### src/rtl/rif_pkg.sv
package rif_pkg;

    // integer square root: 64-bit radicand, one root bit per stage
    localparam int SUM_W  = 64;
    localparam int ROOT_W = 32;
    localparam int COORD_W = 32;

    localparam int CFG_ADDR_W = 3;

    typedef enum logic [CFG_ADDR_W-1:0] {
        REG_CENTER_X = 3'd0,
        REG_CENTER_Y = 3'd1,
        REG_CENTER_Z = 3'd2,
        REG_STRENGTH = 3'd3,
        REG_RADIUS   = 3'd4
    } cfg_reg_t;

endpackage

### src/rtl/rif_sqrt.sv
module rif_sqrt
    import rif_pkg::*;
(
    input  logic              aclk,
    input  logic              en,
    input  logic [SUM_W-1:0]  radicand,
    output logic [ROOT_W-1:0] root
);

    localparam int NST = ROOT_W;

    logic [ROOT_W:0]     rem_reg  [NST-1];
    logic [SUM_W-1:0]    sh_reg   [NST-1];
    logic [ROOT_W-1:0]   root_reg [NST];

    for (genvar k = 0; k < NST; k++) begin : g_stage
        logic [ROOT_W:0]   rem_in;
        logic [SUM_W-1:0]  sh_in;
        logic [ROOT_W-1:0] root_in;
        logic [ROOT_W+2:0] rem_t;
        logic [ROOT_W+2:0] trial;
        logic              ge;

        if (k == 0) begin : g_first
            assign rem_in  = '0;
            assign sh_in   = radicand;
            assign root_in = '0;
        end else begin : g_rest
            assign rem_in  = rem_reg[k-1];
            assign sh_in   = sh_reg[k-1];
            assign root_in = root_reg[k-1];
        end

        // bring down two radicand bits, try root*4+1
        assign rem_t = {rem_in, sh_in[SUM_W-1 -: 2]};
        assign trial = {1'b0, root_in, 2'b01};
        assign ge    = (rem_t >= trial);

        always_ff @(posedge aclk) begin
            if (en) begin
                root_reg[k] <= {root_in[ROOT_W-2:0], ge};
            end
        end

        if (k < NST-1) begin : g_carry
            logic [ROOT_W+2:0] rem_n;
            assign rem_n = ge ? (rem_t - trial) : rem_t;
            always_ff @(posedge aclk) begin
                if (en) begin
                    rem_reg[k] <= rem_n[ROOT_W:0];
                    sh_reg[k]  <= {sh_in[SUM_W-3:0], 2'b00};
                end
            end
        end
    end

    assign root = root_reg[NST-1];

endmodule

### config.mk
export PLATFORM = sky130hd
export DESIGN_NAME = rif_sqrt
export DESIGN_NICKNAME = d
export VERILOG_FILES = /design/src/rtl/rif_pkg.sv /design/src/rtl/rif_sqrt.sv
export SDC_FILE = /design/constraint.sdc
export NUM_CORES = 2
export LEC_CHECK = 0
export BUFFER_PORTS_ARGS = -buffer_cell sky130_fd_sc_hd__buf_2
export CAP_MARGIN = 30
export CORE_MARGIN = 10
export CORE_UTILIZATION = 58
export DETAILED_ROUTE_END_ITERATION = 10
export GPL_TIMING_DRIVEN = 0
export PLACE_DENSITY_LB_ADDON = 0.05
export SYNTH_ARGS = -nofsm -noshare
export SYNTH_HDL_FRONTEND = slang
export SYNTH_SLANG_ARGS = --single-unit
### constraint.sdc
create_clock -name aclk -period 3.25 [get_ports aclk]
set_input_delay 0.4875 -clock aclk [delete_from_list [all_inputs] [get_ports aclk]]
set_output_delay 0.4875 -clock aclk [all_outputs]
set_load 0.02 [all_outputs]
==> out/metrics.cfg <==
[worst_setup_path]
crit_top_cell=or4_4
cp_top_family=simple AND/OR/NAND/NOR gates
slowest_delay_ps=550
cp_max_fo=7
end_kind=flip-flop
worstPathCellList=or4_4, or3_4, or4_4, or4_4, a211oi_4, o2111ai_4, buf_6, nor2b_4, mux2_4
worstSetupPathType=reg -> reg
arrival_ps=4180
start_kind=flip-flop
critical_path_buf_inv_count=1
slowest_stage=or4_4
critPathRequiredTime_ps=3870
ff2ff_setup_slack_ps=-310

[final_layout]
finish.net_count=10300
area_growth_pct=17.4
fin_cells=12500
design_area_mm2=0.137
drive_above_1_share_pct=15.5
fin_util_pct=68.4
largest_reg_flops=992
final_common_cell=edfxtp_1
final_cell_mix=edfxtp_1 (2495), inv_1 (695), nand2_1 (621), a21oi_1 (502), ha_1 (490)

[drt]
first_pass_iters=5
wirelength_mm=250
drt-met1-wl_mm=110
wl_met3_mm=11.5
drc=0
via_per_inst=5.79
vias=72600
drtAntennaViolNets=0
drtIter0Drc=6112
wl_per_cell_um=19.9
top_layer=met4
wl_met2_mm=121

[synthesis]
syn_area_mm2=0.116
syn_avg_cell_area_um2=12.9
ys.flop_type=edfxtp_1
yosys_warnings=0
syn_inst=8996
async_flop_share_pct=0
synth.net_count=9623
ys_seq_area_share_pct=64.4
ys_ff_latch=2495
ys_types=87
synth-edff-count=2495

[clocking]
cts_tree=done
clock_latency_ps=910
cts_buffers=280
ctsRootBufferMaster=clkbuf_16
cts.clk_slew.worst_paths_ps=70
cts_max_level=5
clkSinkCount=2495
clockBufferDepth=4

[floorplan]
core_mm2=0.200
rows=164
ios=98
die_area_mm2=0.219
die_w_um=468
start_util_pct=58.3
die_h_um=468

[power_and_ir_drop]
vdd.ir_drop.worst_mv=0.631
leakage_nw=52.2
pwr_density_cell_mw_per_mm2=701

[flow_run]
drv_cap=0

[timing]
maxSlewHeadroom_pct=30.1
hold_violations=0
finalCritPeriodShare_pct=109
rsz0062_at_grt=yes
clock_skew_ps=60.3
setup_violations=66
fmax_mhz=281
fin_ws_ps=-305
drv_slew=0
setup_tns_ps=-8650
fin_crit_ps=3560
worstMarginPinSlew_ps=1040

[global_route]
grt_pass1_vias=71000
grt_max_degree=195
antenna_found_initial=5
grt_util_all_layers_pct=22.2
grt-ovfl-total=0
grt_pass1_wl_mm=389

[outcome]
violations=negative setup slack
status=finished, violations left

[placement]
dp_cells=11800
io_buffers=97
place_area_mm2=0.121
dpl.hpwl_mm=173
place.gp.congestion=0.915

[worst_hold_path]
min_path_type=in -> reg

==> final timing paths <==
| check | startpoint | end | cells past startpoint |
|---|---|---|---|
| max | rem_reg[3][54]$_DFFE_PP_ | rem_reg[4][11]$_DFFE_PP_ | 9 |
| min | en | sh_reg[0][4]$_DFFE_PP_ | 2 |
| min reg2reg | sh_reg[8][120]$_DFFE_PP_ | sh_reg[9][60]$_DFFE_PP_ | 0 |
| max reg2reg | rem_reg[3][54]$_DFFE_PP_ | rem_reg[4][11]$_DFFE_PP_ | 9 |
==> stage by stage <==
stage          hold slack (ps)  setup WS [ps]  total power, W
2_1_floorplan              400          -59.8          0.0569
3_3_place_gp               400         -36330          0.0615
3_5_place_dp               405          -1460          0.0630
4_1_cts                   38.3           -249          0.0952
5_1_grt                   66.2           -373           0.100
6_report                   105           -305          0.0958
==> report_power, final <==
group	total (W)	internal (W)	leakage, nW	switching [W]
Sequential	0.0435	0.0407	24.0	0.00278
Combinational	0.0216	0.00920	23.9	0.0124
Clock	0.0306	0.0185	4.32	0.0122
Total	0.0958	0.0684	52.2	0.0274
==> cells in the mapped netlist (81+ instances only) <==
cell type / instances / area, um^2
a21o_1: 243 / 1820
a21oi_1: 557 / 2790
clkbuf_1: 151 / 567
edfxtp_1: 2495 / 74900
ha_1: 561 / 7020
inv_1: 704 / 2640
mux2_2: 91 / 1020
nand2_1: 634 / 2380
nand2b_1: 114 / 713
nand3_1: 146 / 731
nand4_1: 97 / 607
nor2_1: 536 / 2010
nor2b_1: 81 / 507
nor3_1: 196 / 981
nor4_1: 109 / 682
o21a_1: 85 / 638
o21ai_0: 463 / 2320
or3_1: 99 / 619
xnor2_1: 416 / 3640
xor2_1: 369 / 3230
==> timing repair <==
item,in CTS,in global routing
buffers inserted,132,118
endpoints found under the hold margin,116,0
hold buffers,66,0
setup endpoints to repair,973,729
pin swaps,83,113
gates resized for setup,563,448
cloned,8,7
==> kinds of logic (layout without fill, tap and decap cells) <==
family,count (synthesis),after routing,synth area share (%)
buffers and inverters,883,1774,2.87
AND/OR/NAND/NOR,2328,2328,9.95
multiplexers,112,112,1.06
adder cells (fa/ha/maj),561,561,6.03
AO/OA/AOI/OAI,1831,1831,9.80
XOR/XNOR,785,785,5.91
flip-flops,2495,2495,64.4
other,1,3,0.00322
==> per-layer routing <==
metal / global-route usage (%) / vias to the layer above
met5: 0 / -
met4: 7.35 / 0
met3: 2.84 / 523
met2: 36.5 / 1799
met1: 30.8 / 35500
li1: - / 34800
==> cell type report <==
cell class	instances	area, um^2
Sequential cell	2495	74900
Clock buffer	325	7280
Timing Repair Buffer	445	3910
Inverter	708	2680
Fill cell	14100	63100
Multi-Input combinational cell	5618	41700
Antenna cell	2	5.00
Clock inverter	150	1580
Tap cell	2656	3320
Buffer	146	1130
Power figures use the tool's default switching activity.
