===== config.mk =====
export PLATFORM = sky130hd
export DESIGN_NAME = rif_div
export DESIGN_NICKNAME = d
export VERILOG_FILES = /design/src/rtl/rif_div.sv
export SDC_FILE = /design/constraint.sdc
export NUM_CORES = 2
export LEC_CHECK = 0
export CORE_MARGIN = 1.5
export CORE_UTILIZATION = 50
export DETAILED_ROUTE_END_ITERATION = 8
export DONT_BUFFER_PORTS = 1
export GPL_TIMING_DRIVEN = 1
export HOLD_SLACK_MARGIN = 0.15
export PLACE_DENSITY = 0.63
export SLEW_MARGIN = 25
export SYNTH_ARGS = -nofsm -noshare
export SYNTH_HDL_FRONTEND = slang
export SYNTH_SLANG_ARGS = --single-unit
export TNS_END_PERCENT = 30

===== constraint.sdc =====
create_clock -name aclk -period 3.95 [get_ports aclk]
set_input_delay 0.1975 -clock aclk [delete_from_list [all_inputs] [get_ports aclk]]
set_output_delay 0.1975 -clock aclk [all_outputs]
set_load 0.005 [all_outputs]

===== src/rtl/rif_div.sv =====
module rif_div #(
    parameter int QB = 17
) (
    input  logic          aclk,
    input  logic          en,
    input  logic [31:0]   num,
    input  logic [31:0]   den,
    output logic [QB-1:0] quo
);

    // num <= den, so quo = (num << (QB-1)) / den fits QB bits
    logic [31:0]   rem_reg [QB-1];
    logic [31:0]   den_reg [QB-1];
    logic [QB-1:0] q_reg   [QB];

    for (genvar k = 0; k < QB; k++) begin : g_stage
        logic [32:0]   shifted;
        logic [31:0]   den_in;
        logic [QB-1:0] q_in;
        logic [32:0]   diff;
        logic          ge;

        if (k == 0) begin : g_first
            assign shifted = {1'b0, num};
            assign den_in  = den;
            assign q_in    = '0;
        end else begin : g_rest
            assign shifted = {rem_reg[k-1], 1'b0};
            assign den_in  = den_reg[k-1];
            assign q_in    = q_reg[k-1];
        end

        assign ge   = (shifted >= {1'b0, den_in});
        assign diff = shifted - {1'b0, den_in};

        always_ff @(posedge aclk) begin
            if (en) begin
                q_reg[k] <= {q_in[QB-2:0], ge};
            end
        end

        if (k < QB-1) begin : g_carry
            always_ff @(posedge aclk) begin
                if (en) begin
                    rem_reg[k] <= ge ? diff[31:0] : shifted[31:0];
                    den_reg[k] <= den_in;
                end
            end
        end
    end

    assign quo = q_reg[QB-1];

endmodule


==> results.txt <==
- Run status: finished, violations left
- Violated checks: setup timing
- Slowest cell delay on critical path: 610 ps
- Detail Route Antenna Nets: 0
- CTS tree: done
- The initial antenna violation count is 3.
- Async S/R FF share, synth: 0
* Arrival @ worst endpoint: between 4000 and 5000 ps
- Summed over all cells, the static leakage comes to 32.8 nW.
- Die area: 142000 sq um
* Vias in the first global route: ~47000
* Final-stage net count: about 7300
- Measured on the finished design, the core utilization comes to 0.569.
- Largest net degree at the start of global routing: approximately 140
- The pre-antenna-repair detailed-routing pass consisted of 5 iterations.
- Number of H-tree branching levels: 4
* Design Area, Final: between 70000 and 80000 sq um
- The number of clock buffers added by TritonCTS is roughly 140.
* Required time at the worst-slack endpoint: around 4500 ps
- The share of the Yosys chip area taken by registers is 0.506.
- # rows: roughly 140
* Number of enable flip-flop cells after synthesis: ~1200
- Wire length of the first global-routing pass: 269000 microns
- Yosys attributes the largest share of cell area to edfxtp_1 (51%), ha_1 (9.7%), a21oi_1 (4.4%), inv_1 (3.6%), a21o_1 (3.2%).
- Setup repair after global routing could not meet its margin everywhere.
- Effective utilization at floorplan: 0.502
* F_max: 250 MHz
* GRT Resource Usage Total: 0.243
- In the layout the commonest cells are edfxtp_1 (1177), inv_1 (677), a21oi_1 (619).
- For the final routed database, the setup TNS stands at -52.8 ps.
- At the later pin of the worst-skew pair, clock insertion delay measures 790 ps.
* Type of origin of the critical path: input pin
* Via count: 49091
* Worst-case headroom to the max-slew limit: 0.453
* DR WL/cell: 20.0 microns
* Maximum fanout along the worst path: 55
* # placed instances: 8337
* Signed area change from the synthesized netlist to the final layout: 13.2%
- Area of the core: 139000 sq um
- Mean cell area of the mapped netlist: 10.8 sq um
- Placement-stage cell area: 73200 sq um
- Combinational fraction of design power: 0.486
- Final-report setup violation count: 1
- The analysis attributes to net switching a power of ~0.026 W.
* Sinks on Clock Net: 1177
* Routability congestion estimate from global placement: roughly 0.95
- Clock-pin slew was measured on the worst setup and hold paths at 70 ps.
* Clock root buffer master: clkbuf_16
* Clock share of power: 0.193
- FF+latch area: between 30000 and 40000 sq um
* # port buffers: 0
* Cell with the biggest individual delay on the critical path: dlygate4sd3_1
* Most used cell, CP: dlygate4sd3_1
* Kind of cell adding the most delay to the critical path: buffers and inverters
- Yosys synthesis warning count: 0
- The signal on the critical path passes through dlygate4sd3_1 > dlygate4sd3_1 > inv_1 > ha_1 > nand4_1 > a2111oi_1 > or2_2 > a21o_1 > a21oi_1 > o21ai_4 > buf_12 > mux2_2 > dlygate4sd3_1.
* DPL Wire Length: 131000 microns
- Transition time at the pin with the least slew margin: 821 ps
- Of the total power, the share spent switching nets is 0.387.
- The number of hold-slack violations in the final timing report is 0.
* Largest buffer count on any clock path: 3
- Post-Synthesis Net Count: approximately 7100
- Summing all multi-input logic gate instances after layout gives 31500 sq um.
- Post-route clock period utilization: 1.01
* Time the final worst path needs with I/O delays and setup: approximately 4000 ps
- The detailed router finished its first iteration with roughly 4100 violations.
- Number of maximum-capacitance violations: 0
* Flip-flop and latch count after synthesis: 1177
- Across the routed clock network, the largest skew measured is 35.9 ps.
- Of all cell types, the one taking the most synthesized area is edfxtp_1.
* Die width: 377 microns
- Summed over all layers, the global routing overflow is 0.
* Critical Path End Type: flop
* Peak supply drop: a little over 400 uV
* Minimum hold slack: 245 ps
- Unique cell type count in the Yosys netlist: 92
- For this design the ratio of total power to cell area is about 840 nW/um^2.
- In the routed layout, each cell is associated on average with a via count of 5.64.
- The filler cells instantiated in the layout total about 12000.
- Die span in y: 377 microns
* Gate count of the mapped netlist: approximately 6500
- For this block, the routed nets add up to 174000 microns of wire.
* Most frequent standard cell in the layout excluding fill and tap cells: edfxtp_1
- Post-synth top area share: 0.506
- Worst path buffer plus inverter count: 5
- DRC violations left: 0
- Internal Power: 0.0405 W
- The final-report max-slew violation count is 0.
- The worst setup path is of the input pin to flop kind.
- Class of the tightest hold or removal check: input pin to flop
- Total standard cell area after synthesis: 69900 sq um
- Post-route insts no fill: between 8000 and 9000
* IO Pins: 83
* Worst setup margin: -52.8 ps
- Of the cells placed in the final design, the portion with a size suffix greater than 1 is 0.0904.
- The share of total power dissipated in sequential elements is 0.321.
- For this run, the leading register cell type out of synthesis is edfxtp_1.
-- logic make-up (layout without fill, tap and decap cells) --
group | after synthesis | after routing | share of synthesized area
mux | 189 | 189 | 0.0303
compound gates | 1829 | 1829 | 0.164
buf+inv | 850 | 1208 | 0.0475
xor+xnor | 425 | 425 | 0.0532
flops | 1177 | 1177 | 0.506
other cells | 0 | 2 | 0
fa+ha+maj | 559 | 559 | 0.102
simple gates | 1436 | 1436 | 0.0975
-- what timing repair did --
item,in CTS,in global routing
gates resized for setup,0,21
gates cloned,2,1
hold buffers,113,0
buffers inserted,0,0
pin swaps,0,2
endpoints found under the setup margin,224,320
hold endpoints to repair,166,0
-- synthesized netlist by cell type (10+ instances only) --
master / instances
a211o_1: 14
o21a_1: 70
xor2_1: 176
o21ai_0: 364
inv_1: 677
mux2_1: 10
and2_1: 39
nand3_1: 94
o2111ai_1: 10
a21boi_0: 17
a311oi_1: 13
ha_1: 543
nand4_1: 91
o31ai_1: 41
edfxtp_1: 1177
nand2b_1: 72
or4_1: 10
a21o_1: 300
o21bai_1: 83
or3_1: 20
nor4_1: 14
buf_4: 13
nor2b_1: 72
and3_1: 45
a31oi_1: 64
xnor2_1: 249
buf_2: 26
o211ai_1: 25
a21oi_1: 621
nor2_1: 443
nor3_1: 72
nand2_1: 396
fa_1: 16
o21ai_1: 15
mux2_2: 170
clkbuf_1: 118
a211oi_1: 46
o31a_1: 24
a41oi_1: 20
or2_2: 17
-- layout make-up --
cell class | instances | share of cell area
sequential | 1177 | 0.447
multi-input combinational | 4438 | 0.398
clock buffer | 160 | 0.0444
timing repair buffer | 285 | 0.0364
inverter | 677 | 0.0321
tap | 1876 | 0.0297
clock inverter | 86 | 0.0131
antenna | 2 | 0.0000632
-- path summary, 6_finish.rpt --
| path | start | end | slack [ps] | depth (start not counted) |
|---|---|---|---|---|
| worst max-delay path | den[11] | rem_reg[0][26]$_DFFE_PP_ | -50 | 13 |
| worst min-delay path | den[15] | rem_reg[0][15]$_DFFE_PP_ | 240 | 4 |
| worst max register to register | rem_reg[1][161]$_DFFE_PP_ | rem_reg[1][222]$_DFFE_PP_ | 100 | 12 |
| worst min register to register | q_reg[0][251]$_DFFE_PP_ | q_reg[0][269]$_DFFE_PP_ | 410 | 0 |
-- metal layers --
layer,up-vias,track usage,part of all wire
li1,24167,-,-
met1,23474,0.329,0.45
met2,1202,0.401,0.47
met3,248,0.0372,0.052
met4,0,0.0800,0.029
met5,-,0,0
-- power by group through the flow --
stage	Clock (W)	Combinational (W)	Sequential, W
2_1_floorplan	0	0.0232	0.0201
3_3_place_gp	0	0.0312	0.0215
3_5_place_dp	0	0.0315	0.0215
4_1_cts	0.0131	0.0319	0.0213
5_1_grt	0.0135	0.0356	0.0215
6_report	0.0128	0.0321	0.0212
-- stage by stage --
stage,worst slack (ps),total power [W]
2_1_floorplan,597,0.0434
3_3_place_gp,-1330,0.0527
3_5_place_dp,-1290,0.0530
4_1_cts,14.5,0.0662
5_1_grt,-138,0.0706
6_report,-52.8,0.0661
-- worst min-delay path: stages --
cell and delay, ps:
inv_1 30, ha_1 270, xor2_1 220, mux2_2 200
Note: power is estimated with default switching activity, not from simulation.
